[src/rotating_key_xor_stream_cipher_macros.svh]
// Assertion helpers for the cipher RTL; rkx_keystream uses them.
// Both macros expect signals named clk and rst_n in the using module.
`ifndef ROTATING_KEY_XOR_STREAM_CIPHER_MACROS_SVH
`define ROTATING_KEY_XOR_STREAM_CIPHER_MACROS_SVH

// Same-cycle implication, checked outside reset.
`define RKX_ASSERT_NOW(label, ante, cons) \
    label: assert property (@(posedge clk) disable iff (!rst_n) (ante) |-> (cons)) \
        else $error("rkx assertion failed");

// Next-cycle implication, checked outside reset.
`define RKX_ASSERT_NEXT(label, ante, cons) \
    label: assert property (@(posedge clk) disable iff (!rst_n) (ante) |=> (cons)) \
        else $error("rkx assertion failed");

`endif

[src/rkx_pkg.sv]
`default_nettype none

package rkx_pkg;

    localparam int KEY_WORDS  = 4;
    localparam int KEY_BYTES  = 32;
    localparam int POS_W      = 6;
    localparam int CFG_IDX_W  = 8;

    typedef logic [63:0]                key_word_t;
    typedef key_word_t [KEY_WORDS-1:0]  key_array_t;
    typedef logic [POS_W-1:0]           pos_t;
    typedef logic [7:0]                 byte_t;

    localparam pos_t POS_MIX = pos_t'(KEY_BYTES);

    localparam key_word_t MIX_CONST [KEY_WORDS] = '{
        64'h06afd84954b0befb,
        64'h7269a6f2ec9ae170,
        64'hd7e4d06a6f952ae9,
        64'hf7daa8bf37e0e5a0
    };

    localparam int MIX_ROT [KEY_WORDS] = '{7, 13, 17, 23};

    // One configuration write beat as seen by the key logic.
    typedef struct packed {
        logic                 valid;
        logic [CFG_IDX_W-1:0] index;
        key_word_t            data;
    } cfg_write_t;

    function automatic key_word_t rotl64(key_word_t x, int n);
        return (x << n) | (x >> (64 - n));
    endfunction

    // Byte 0 of each word is its most significant byte.
    function automatic byte_t key_byte(key_array_t k, logic [4:0] pos);
        key_word_t word;
        word = k[pos[4:3]];
        return word[{3'd7 - pos[2:0], 3'b000} +: 8];
    endfunction

endpackage

`default_nettype wire

[src/rotating_key_xor_stream_cipher.sv]
// Byte-wise XOR stream cipher with a 256-bit rotating working key.
// Input channel: in_valid, data_byte, last_in; the block drives in_stall.
// Output channel: out_valid, cipher_byte, last_out; the receiver drives out_stall.
// A beat moves on a channel at a rising edge with valid high and stall low.
// Key words are written on the cfg channel (cfg_index 0 to 3, cfg_data);
// cfg_ready is always high and indexes above 3 are ignored. A key write
// reloads the working key from all four key registers and forces a mix
// before the next byte.
// An accepted byte is registered and appears on the output at the next edge.
// Throughput is one byte per cycle while the receiver does not stall, set by
// the single output register that refills in the same cycle its beat is taken.
// When the receiver stalls with a result waiting, in_stall rises in the same
// cycle and the waiting result holds until it is taken.
// Reset clears the key registers and the working key to zero and sets the
// byte position to 32, so the first byte triggers a mix.
`default_nettype none

module rotating_key_xor_stream_cipher
    import rkx_pkg::*;
(
    input  wire logic                 clk,
    input  wire logic                 rst_n,
    input  wire logic                 in_valid,
    output logic                      in_stall,
    input  wire logic [7:0]           data_byte,
    input  wire logic                 last_in,
    output logic                      out_valid,
    input  wire logic                 out_stall,
    output logic [7:0]                cipher_byte,
    output logic                      last_out,
    input  wire logic                 cfg_valid,
    output logic                      cfg_ready,
    input  wire logic [CFG_IDX_W-1:0] cfg_index,
    input  wire logic [63:0]          cfg_data
);

    cfg_write_t cfg_write;
    byte_t      kbyte;
    logic       advance;

    // Key writes are always taken; the user must send them only while the block is idle (not enforced here).
    assign cfg_ready       = 1'b1;
    assign cfg_write.valid = cfg_valid && cfg_ready;
    assign cfg_write.index = cfg_index;
    assign cfg_write.data  = cfg_data;

    // The key position steps on each accepted input beat unless a key write arrives in the same cycle.
    assign advance = in_valid && !in_stall;

    rkx_keystream u_keystream
    (
        .clk       (clk),
        .rst_n     (rst_n),
        .cfg_write (cfg_write),
        .advance   (advance),
        .last      (last_in),
        .kbyte     (kbyte)
    );

    rkx_out_reg u_out_reg
    (
        .clk         (clk),
        .rst_n       (rst_n),
        .in_valid    (in_valid),
        .in_stall    (in_stall),
        .data_byte   (data_byte),
        .last_in     (last_in),
        .kbyte       (kbyte),
        .out_valid   (out_valid),
        .out_stall   (out_stall),
        .cipher_byte (cipher_byte),
        .last_out    (last_out)
    );

endmodule

`default_nettype wire

[src/rkx_keystream.sv]
`default_nettype none
`include "rotating_key_xor_stream_cipher_macros.svh"

module rkx_keystream
    import rkx_pkg::*;
(
    input  wire logic       clk,
    input  wire logic       rst_n,
    input  wire cfg_write_t cfg_write,
    input  wire logic       advance,
    input  wire logic       last,
    output byte_t           kbyte
);

    key_array_t key_reg, key_next;
    key_array_t wk_reg, wk_next;
    pos_t       pos_reg, pos_next;

    key_array_t mixed;
    key_array_t eff_key;
    logic [4:0] eff_pos;
    logic       mixing;

    always_comb
    begin
        for (int w = 0; w < KEY_WORDS; w++)
        begin
            mixed[w] = rotl64(wk_reg[w] ^ MIX_CONST[w], MIX_ROT[w]);
        end
    end

    // Any position at or above the key length means the key is mixed first.
    assign mixing  = pos_reg[POS_W-1];
    assign eff_key = mixing ? mixed : wk_reg;
    assign eff_pos = mixing ? 5'd0 : pos_reg[4:0];
    assign kbyte   = key_byte(eff_key, eff_pos);

    always_comb
    begin
        key_next = key_reg;
        wk_next  = wk_reg;
        pos_next = pos_reg;
        if (cfg_write.valid)
        begin
            if (cfg_write.index < CFG_IDX_W'(KEY_WORDS))
            begin
                key_next[cfg_write.index[1:0]] = cfg_write.data;
                wk_next  = key_next;
                pos_next = POS_MIX;
            end
        end
        else if (advance)
        begin
            wk_next  = eff_key;
            pos_next = last ? POS_MIX : pos_t'({1'b0, eff_pos} + 6'd1);
        end
    end

    always_ff @(posedge clk or negedge rst_n)
    begin
        if (!rst_n)
        begin
            key_reg <= '0;
            wk_reg  <= '0;
            pos_reg <= POS_MIX;
        end
        else
        begin
            key_reg <= key_next;
            wk_reg  <= wk_next;
            pos_reg <= pos_next;
        end
    end

    `RKX_ASSERT_NEXT(a_cfg_sets_mix,
        cfg_write.valid && cfg_write.index < CFG_IDX_W'(KEY_WORDS), pos_reg == POS_MIX)
    `RKX_ASSERT_NEXT(a_last_sets_mix,
        !cfg_write.valid && advance && last, pos_reg == POS_MIX)
    `RKX_ASSERT_NEXT(a_mix_restarts,
        !cfg_write.valid && advance && !last && mixing, pos_reg == pos_t'(1))
    `RKX_ASSERT_NOW(a_pos_range, 1'b1, pos_reg <= POS_MIX)

endmodule

`default_nettype wire

[src/rkx_out_reg.sv]
`default_nettype none

module rkx_out_reg
    import rkx_pkg::*;
(
    input  wire logic  clk,
    input  wire logic  rst_n,
    input  wire logic  in_valid,
    output logic       in_stall,
    input  wire byte_t data_byte,
    input  wire logic  last_in,
    input  wire byte_t kbyte,
    output logic       out_valid,
    input  wire logic  out_stall,
    output byte_t      cipher_byte,
    output logic       last_out
);

    logic  out_valid_reg, out_valid_next;
    byte_t cipher_reg;
    logic  last_reg;
    logic  load;

    // The register refills in the same cycle its beat is taken.
    assign in_stall = out_valid_reg && out_stall;
    assign load     = in_valid && !in_stall;

    always_comb
    begin
        if (load)
            out_valid_next = 1'b1;
        else if (out_stall)
            out_valid_next = out_valid_reg;
        else
            out_valid_next = 1'b0;
    end

    always_ff @(posedge clk or negedge rst_n)
    begin
        if (!rst_n)
            out_valid_reg <= 1'b0;
        else
            out_valid_reg <= out_valid_next;
    end

    always_ff @(posedge clk)
    begin
        if (load)
        begin
            cipher_reg <= data_byte ^ kbyte;
            last_reg   <= last_in;
        end
    end

    assign out_valid   = out_valid_reg;
    assign cipher_byte = cipher_reg;
    assign last_out    = last_reg;

endmodule

`default_nettype wire
[config.mk]
export PLATFORM = sky130hd
export DESIGN_NAME = rotating_key_xor_stream_cipher
export DESIGN_NICKNAME = d
export VERILOG_FILES = /design/src/rkx_pkg.sv /design/src/rotating_key_xor_stream_cipher.sv /design/src/rkx_keystream.sv /design/src/rkx_out_reg.sv
export VERILOG_INCLUDE_DIRS = /design/src /design/src/src
export SDC_FILE = /design/constraint.sdc
export NUM_CORES = 1
export LEC_CHECK = 0
export BUFFER_PORTS_ARGS = -buffer_cell sky130_fd_sc_hd__clkbuf_2
export CORE_MARGIN = 5
export CORE_UTILIZATION = 30
export DETAILED_ROUTE_END_ITERATION = 8
export PLACE_DENSITY_LB_ADDON = 0.3
export RECOVER_POWER = 100
export SETUP_SLACK_MARGIN = 0.5
export SLEW_MARGIN = 20
export SYNTH_ARGS = -nofsm -noshare
export SYNTH_HDL_FRONTEND = slang
export SYNTH_SLANG_ARGS = --single-unit
[constraint.sdc]
create_clock -name clk -period 2.1 [get_ports clk]
set_input_delay 0.105 -clock clk [delete_from_list [all_inputs] [get_ports clk]]
set_output_delay 0.105 -clock clk [all_outputs]
set_load 0.02 [all_outputs]
==> impl_metrics.tcl <==
set metrics [dict create \
    status "finished with violations" \
    failed_checks "negative hold slack, max-capacitance violations, max-slew violations, negative setup slack" \
    crit_chain "buf_12, buf_16, buf_6, mux2i_1, o22ai_2, nor3_2, buf_4, nor4_4, buf_4, xor2_1" \
    cts_max_level 2 \
    synth_area_per_cell_um2 9.05 \
    synth_fa_ha_area_share_pct 0.0436 \
    io_pins 98 \
    min_from "data_byte[3]" \
    synthMuxAreaShare_pct 14.6 \
    die_w_um 319 \
    reg2reg_depth 10 \
    finalCriticalPeriod_ns 2.33 \
    yosys_warnings 0 \
    ys_seq_elements 528 \
    die-area_um2 102000 \
    n_fill_cell 9063 \
    pwr_density_cell_nw_per_um2 1040 \
    core-area_um2 95000 \
    startpoint_type "flip-flop" \
    cpPeakStageDelay_ns 0.52 \
    dr.pass1.iters 8 \
    start_util_pct 30.2 \
    synth_seq_area_share_pct 46.2 \
    synth-compound-area-share_pct 16.0 \
    fin_nets 3785 \
    ir_worst_vdd_uv 706 \
    dp_worst_setup_slack_ns -0.544 \
    place.gp.congestion 1.01 \
    clock.fmax_mhz 429 \
    rr_startpoint "u_keystream.pos_reg[3]" \
    hold_class "primary input to flip-flop" \
    via_count 29046 \
    antenna_found_initial 13 \
    synth_top_family_by_area "simple AND/OR/NAND/NOR gates" \
    ys_async_sr_fraction_pct 98.3 \
    synth_xor_area_share_pct 0.213 \
    cts_tree "done" \
    leakage_uw 0.0167 \
    hold_buffers 74 \
    internal_power_uw 26100 \
    setup_viol 212 \
    io_buffer_count 96 \
    synth-simple-area-share_pct 18.4 \
    criticalPathCategory "flip-flop to flip-flop" \
    critPathArrivalTime_ns 2.72 \
    final_max_slew_viol_count 49 \
    tightest_slew_ns 1.56 \
    vias_per_cell 5.79 \
    place_hpwl_mm 95.3 \
    syn_inst 3173 \
    critPathLaunch "u_keystream.pos_reg[3]" \
    finalHoldViolCount 1 \
    hold_slack_ns -0.197 \
    wl_per_cell_um 27.8 \
    area_delta_synth_final_pct 44.8 \
    finClkSkew_ns 0.0202 \
    rsz0062_at_grt "true" \
    clockRootBuffer "clkbuf_16" \
    cts.sinks 528 \
    rows 113 \
    drc 0 \
    clockBufferDepth 3 \
    track_usage_pct 26.0 \
    yosys.cell_types.count 66 \
    cp_slowest_cell "dfrtp_4" \
    routed_wl_mm 139 \
    initialDrtViolationCount 3730 \
    worstPathRequired_ns 2.49 \
    gr-total-overflow 0 \
    p_comb_share_pct 36.6 \
    numCtsBuffers 59 \
    finalCritPeriodShare_pct 111 \
    syn_area_um2 28700 \
    drive_gt1_share_pct 37.8 \
    grt_pass1_wl_mm 200 \
    grt_max_degree 77 \
    clock_latency_ns 0.64 \
    synth_nets 3260 \
    critPathMaxFanout 8 \
    setup-tns-final_ns -13.54 \
    clockPowerShare_pct 24.7 \
    drv_cap 1 \
    crit_path_frequent_cell "buf_4" \
    switching_power_uw 17300 \
    setup_ws_ns -0.230 \
    switching_share_pct 39.9 \
    relSlewSlack_pct -3.95 \
    die_h_um 319 \
    synth-edff-count 9 \
    whs_path_depth 2 \
    rrSetupSlack_ns -0.23 \
    synthFlopType "dfrtp_1" \
    clkTransAtPathRegs_ns 0.06 \
    grt_pass1_vias 27525 \
    route.antenna.remaining_nets 0 \
    seqPwrFrac_pct 38.8 \
    endpoint_kind "flip-flop" \
]
-- synth_stat cells, types with 7 or more instances --
cell type | count | area [um2]
mux2_1 | 44 | 495
mux2_2 | 218 | 2450
a21oi_1 | 270 | 1350
nand2b_1 | 9 | 56.3
nor3_1 | 11 | 55.1
buf_2 | 110 | 551
nor2_1 | 12 | 45.0
clkbuf_1 | 137 | 514
mux2i_1 | 88 | 881
edfxtp_1 | 9 | 270
buf_1 | 22 | 82.6
nand2_1 | 524 | 1970
o22ai_1 | 12 | 75.1
buf_6 | 9 | 101
inv_1 | 7 | 26.3
o21ai_0 | 515 | 2580
nand3b_1 | 113 | 848
nor2b_1 | 15 | 93.8
dfrtp_1 | 518 | 13000
mux4_2 | 16 | 360
nand3_1 | 399 | 2000
-- final cells by class --
| cell class | count | area (um2) | share of cell area (%) |
|---|---|---|---|
| repair buffers | 748 | 8210 | 19.7 |
| clock inverters | 19 | 204 | 0.490 |
| clock buffers | 88 | 1740 | 4.18 |
| diodes | 5 | 12.5 | 0.0301 |
| flip-flops and latches | 528 | 13300 | 31.9 |
| multi-input cells | 2353 | 16500 | 39.8 |
| well taps | 1265 | 1580 | 3.81 |
| inverters | 8 | 40.0 | 0.0963 |
-- per-layer routing --
| metal | vias to the layer above | global-route usage, % | wire length, um |
|---|---|---|---|
| li1 | 12473 | - | - |
| met1 | 14592 | 37.2 | 59000 |
| met2 | 1613 | 39.1 | 59800 |
| met3 | 366 | 4.29 | 12700 |
| met4 | 2 | 10.9 | 7940 |
| met5 | - | 0 | 9 |
-- per-stage QoR --
step           utilization, %  cells  total power [uW]  hold WS, ns  area, um2
3_3_place_gp             36.0   4644             29100       0.0959      34200
6_report                 43.8   5014             43400       -0.197      41600
4_1_cts                  42.3   4956             41500       -0.229      40200
5_1_grt                  43.8   5009             44500       -0.191      41600
3_5_place_dp             36.0   4644             29100       0.0964      34200
2_1_floorplan               -   3173             20600       -0.191      30100
-- worst max-delay path: cells and delay by family, from the launching register on --
| family | cells | cell delay [ns] |
|---|---|---|
| compound gates | 1 | 0.09 |
| buf+inv | 5 | 0.78 |
| flops | 1 | 0.52 |
| mux | 1 | 0.19 |
| xor+xnor | 1 | 0.14 |
| simple gates | 2 | 0.34 |
-- path summary, 6_finish.rpt --
path                                       endpoint
min in group asynchronous   u_keystream.key_reg[25]
max                        u_out_reg.cipher_byte[3]
min reg2reg                  u_keystream.key_reg[7]
max reg2reg                u_out_reg.cipher_byte[3]
min                        u_out_reg.cipher_byte[3]
max in group asynchronous  u_keystream.key_reg[123]
-- power by group through the flow --
stage          Combinational (uW)  Sequential (uW)  Clock (uW)
3_3_place_gp                12600            16500           0
6_report                    15900            16800       10700
5_1_grt                     16600            16700       11200
3_5_place_dp                12800            16300           0
4_1_cts                     14400            16300       10800
2_1_floorplan                5710            14900           0
-- what timing repair did --
item | CTS | global route
buffers inserted | 84 | 44
pin swaps | 92 | 108
gates cloned | 47 | 9
gates resized for setup | 322 | 317
endpoints found under the setup margin | 271 | 271
endpoints found under the hold margin | 840 | 2
-- cells in the final DEF, fill, tap and decap left out, drive strengths merged, types with 5 or more instances in the layout --
master and n:
mux2 262, nand3 399, a21oi 270, a211oi 6
o22ai 12, a32oi 6, bufbuf 6, nor3 11
diode 5, a22oi 5, o21ai 515, o211ai 5
clkbuf 206, nor2 13, a2111oi 6, clkinv 12
dfrtp 518, mux4 16, inv 8, nor2b 15
a222oi 5, nand2b 9, dlygate4sd3 74, o221ai 6
nand2 528, nand3b 113, edfxtp 9, buf 550
mux2i 88
-- cells by family after synthesis --
kind of cell | after synthesis
adder cells (fa/ha/maj) | 1
other | 1
AND/OR/NAND/NOR | 1113
AO/OA/AOI/OAI | 865
buffers and inverters | 292
flip-flops | 528
XOR/XNOR | 7
multiplexers | 366
(Power assumes the default switching activity.)
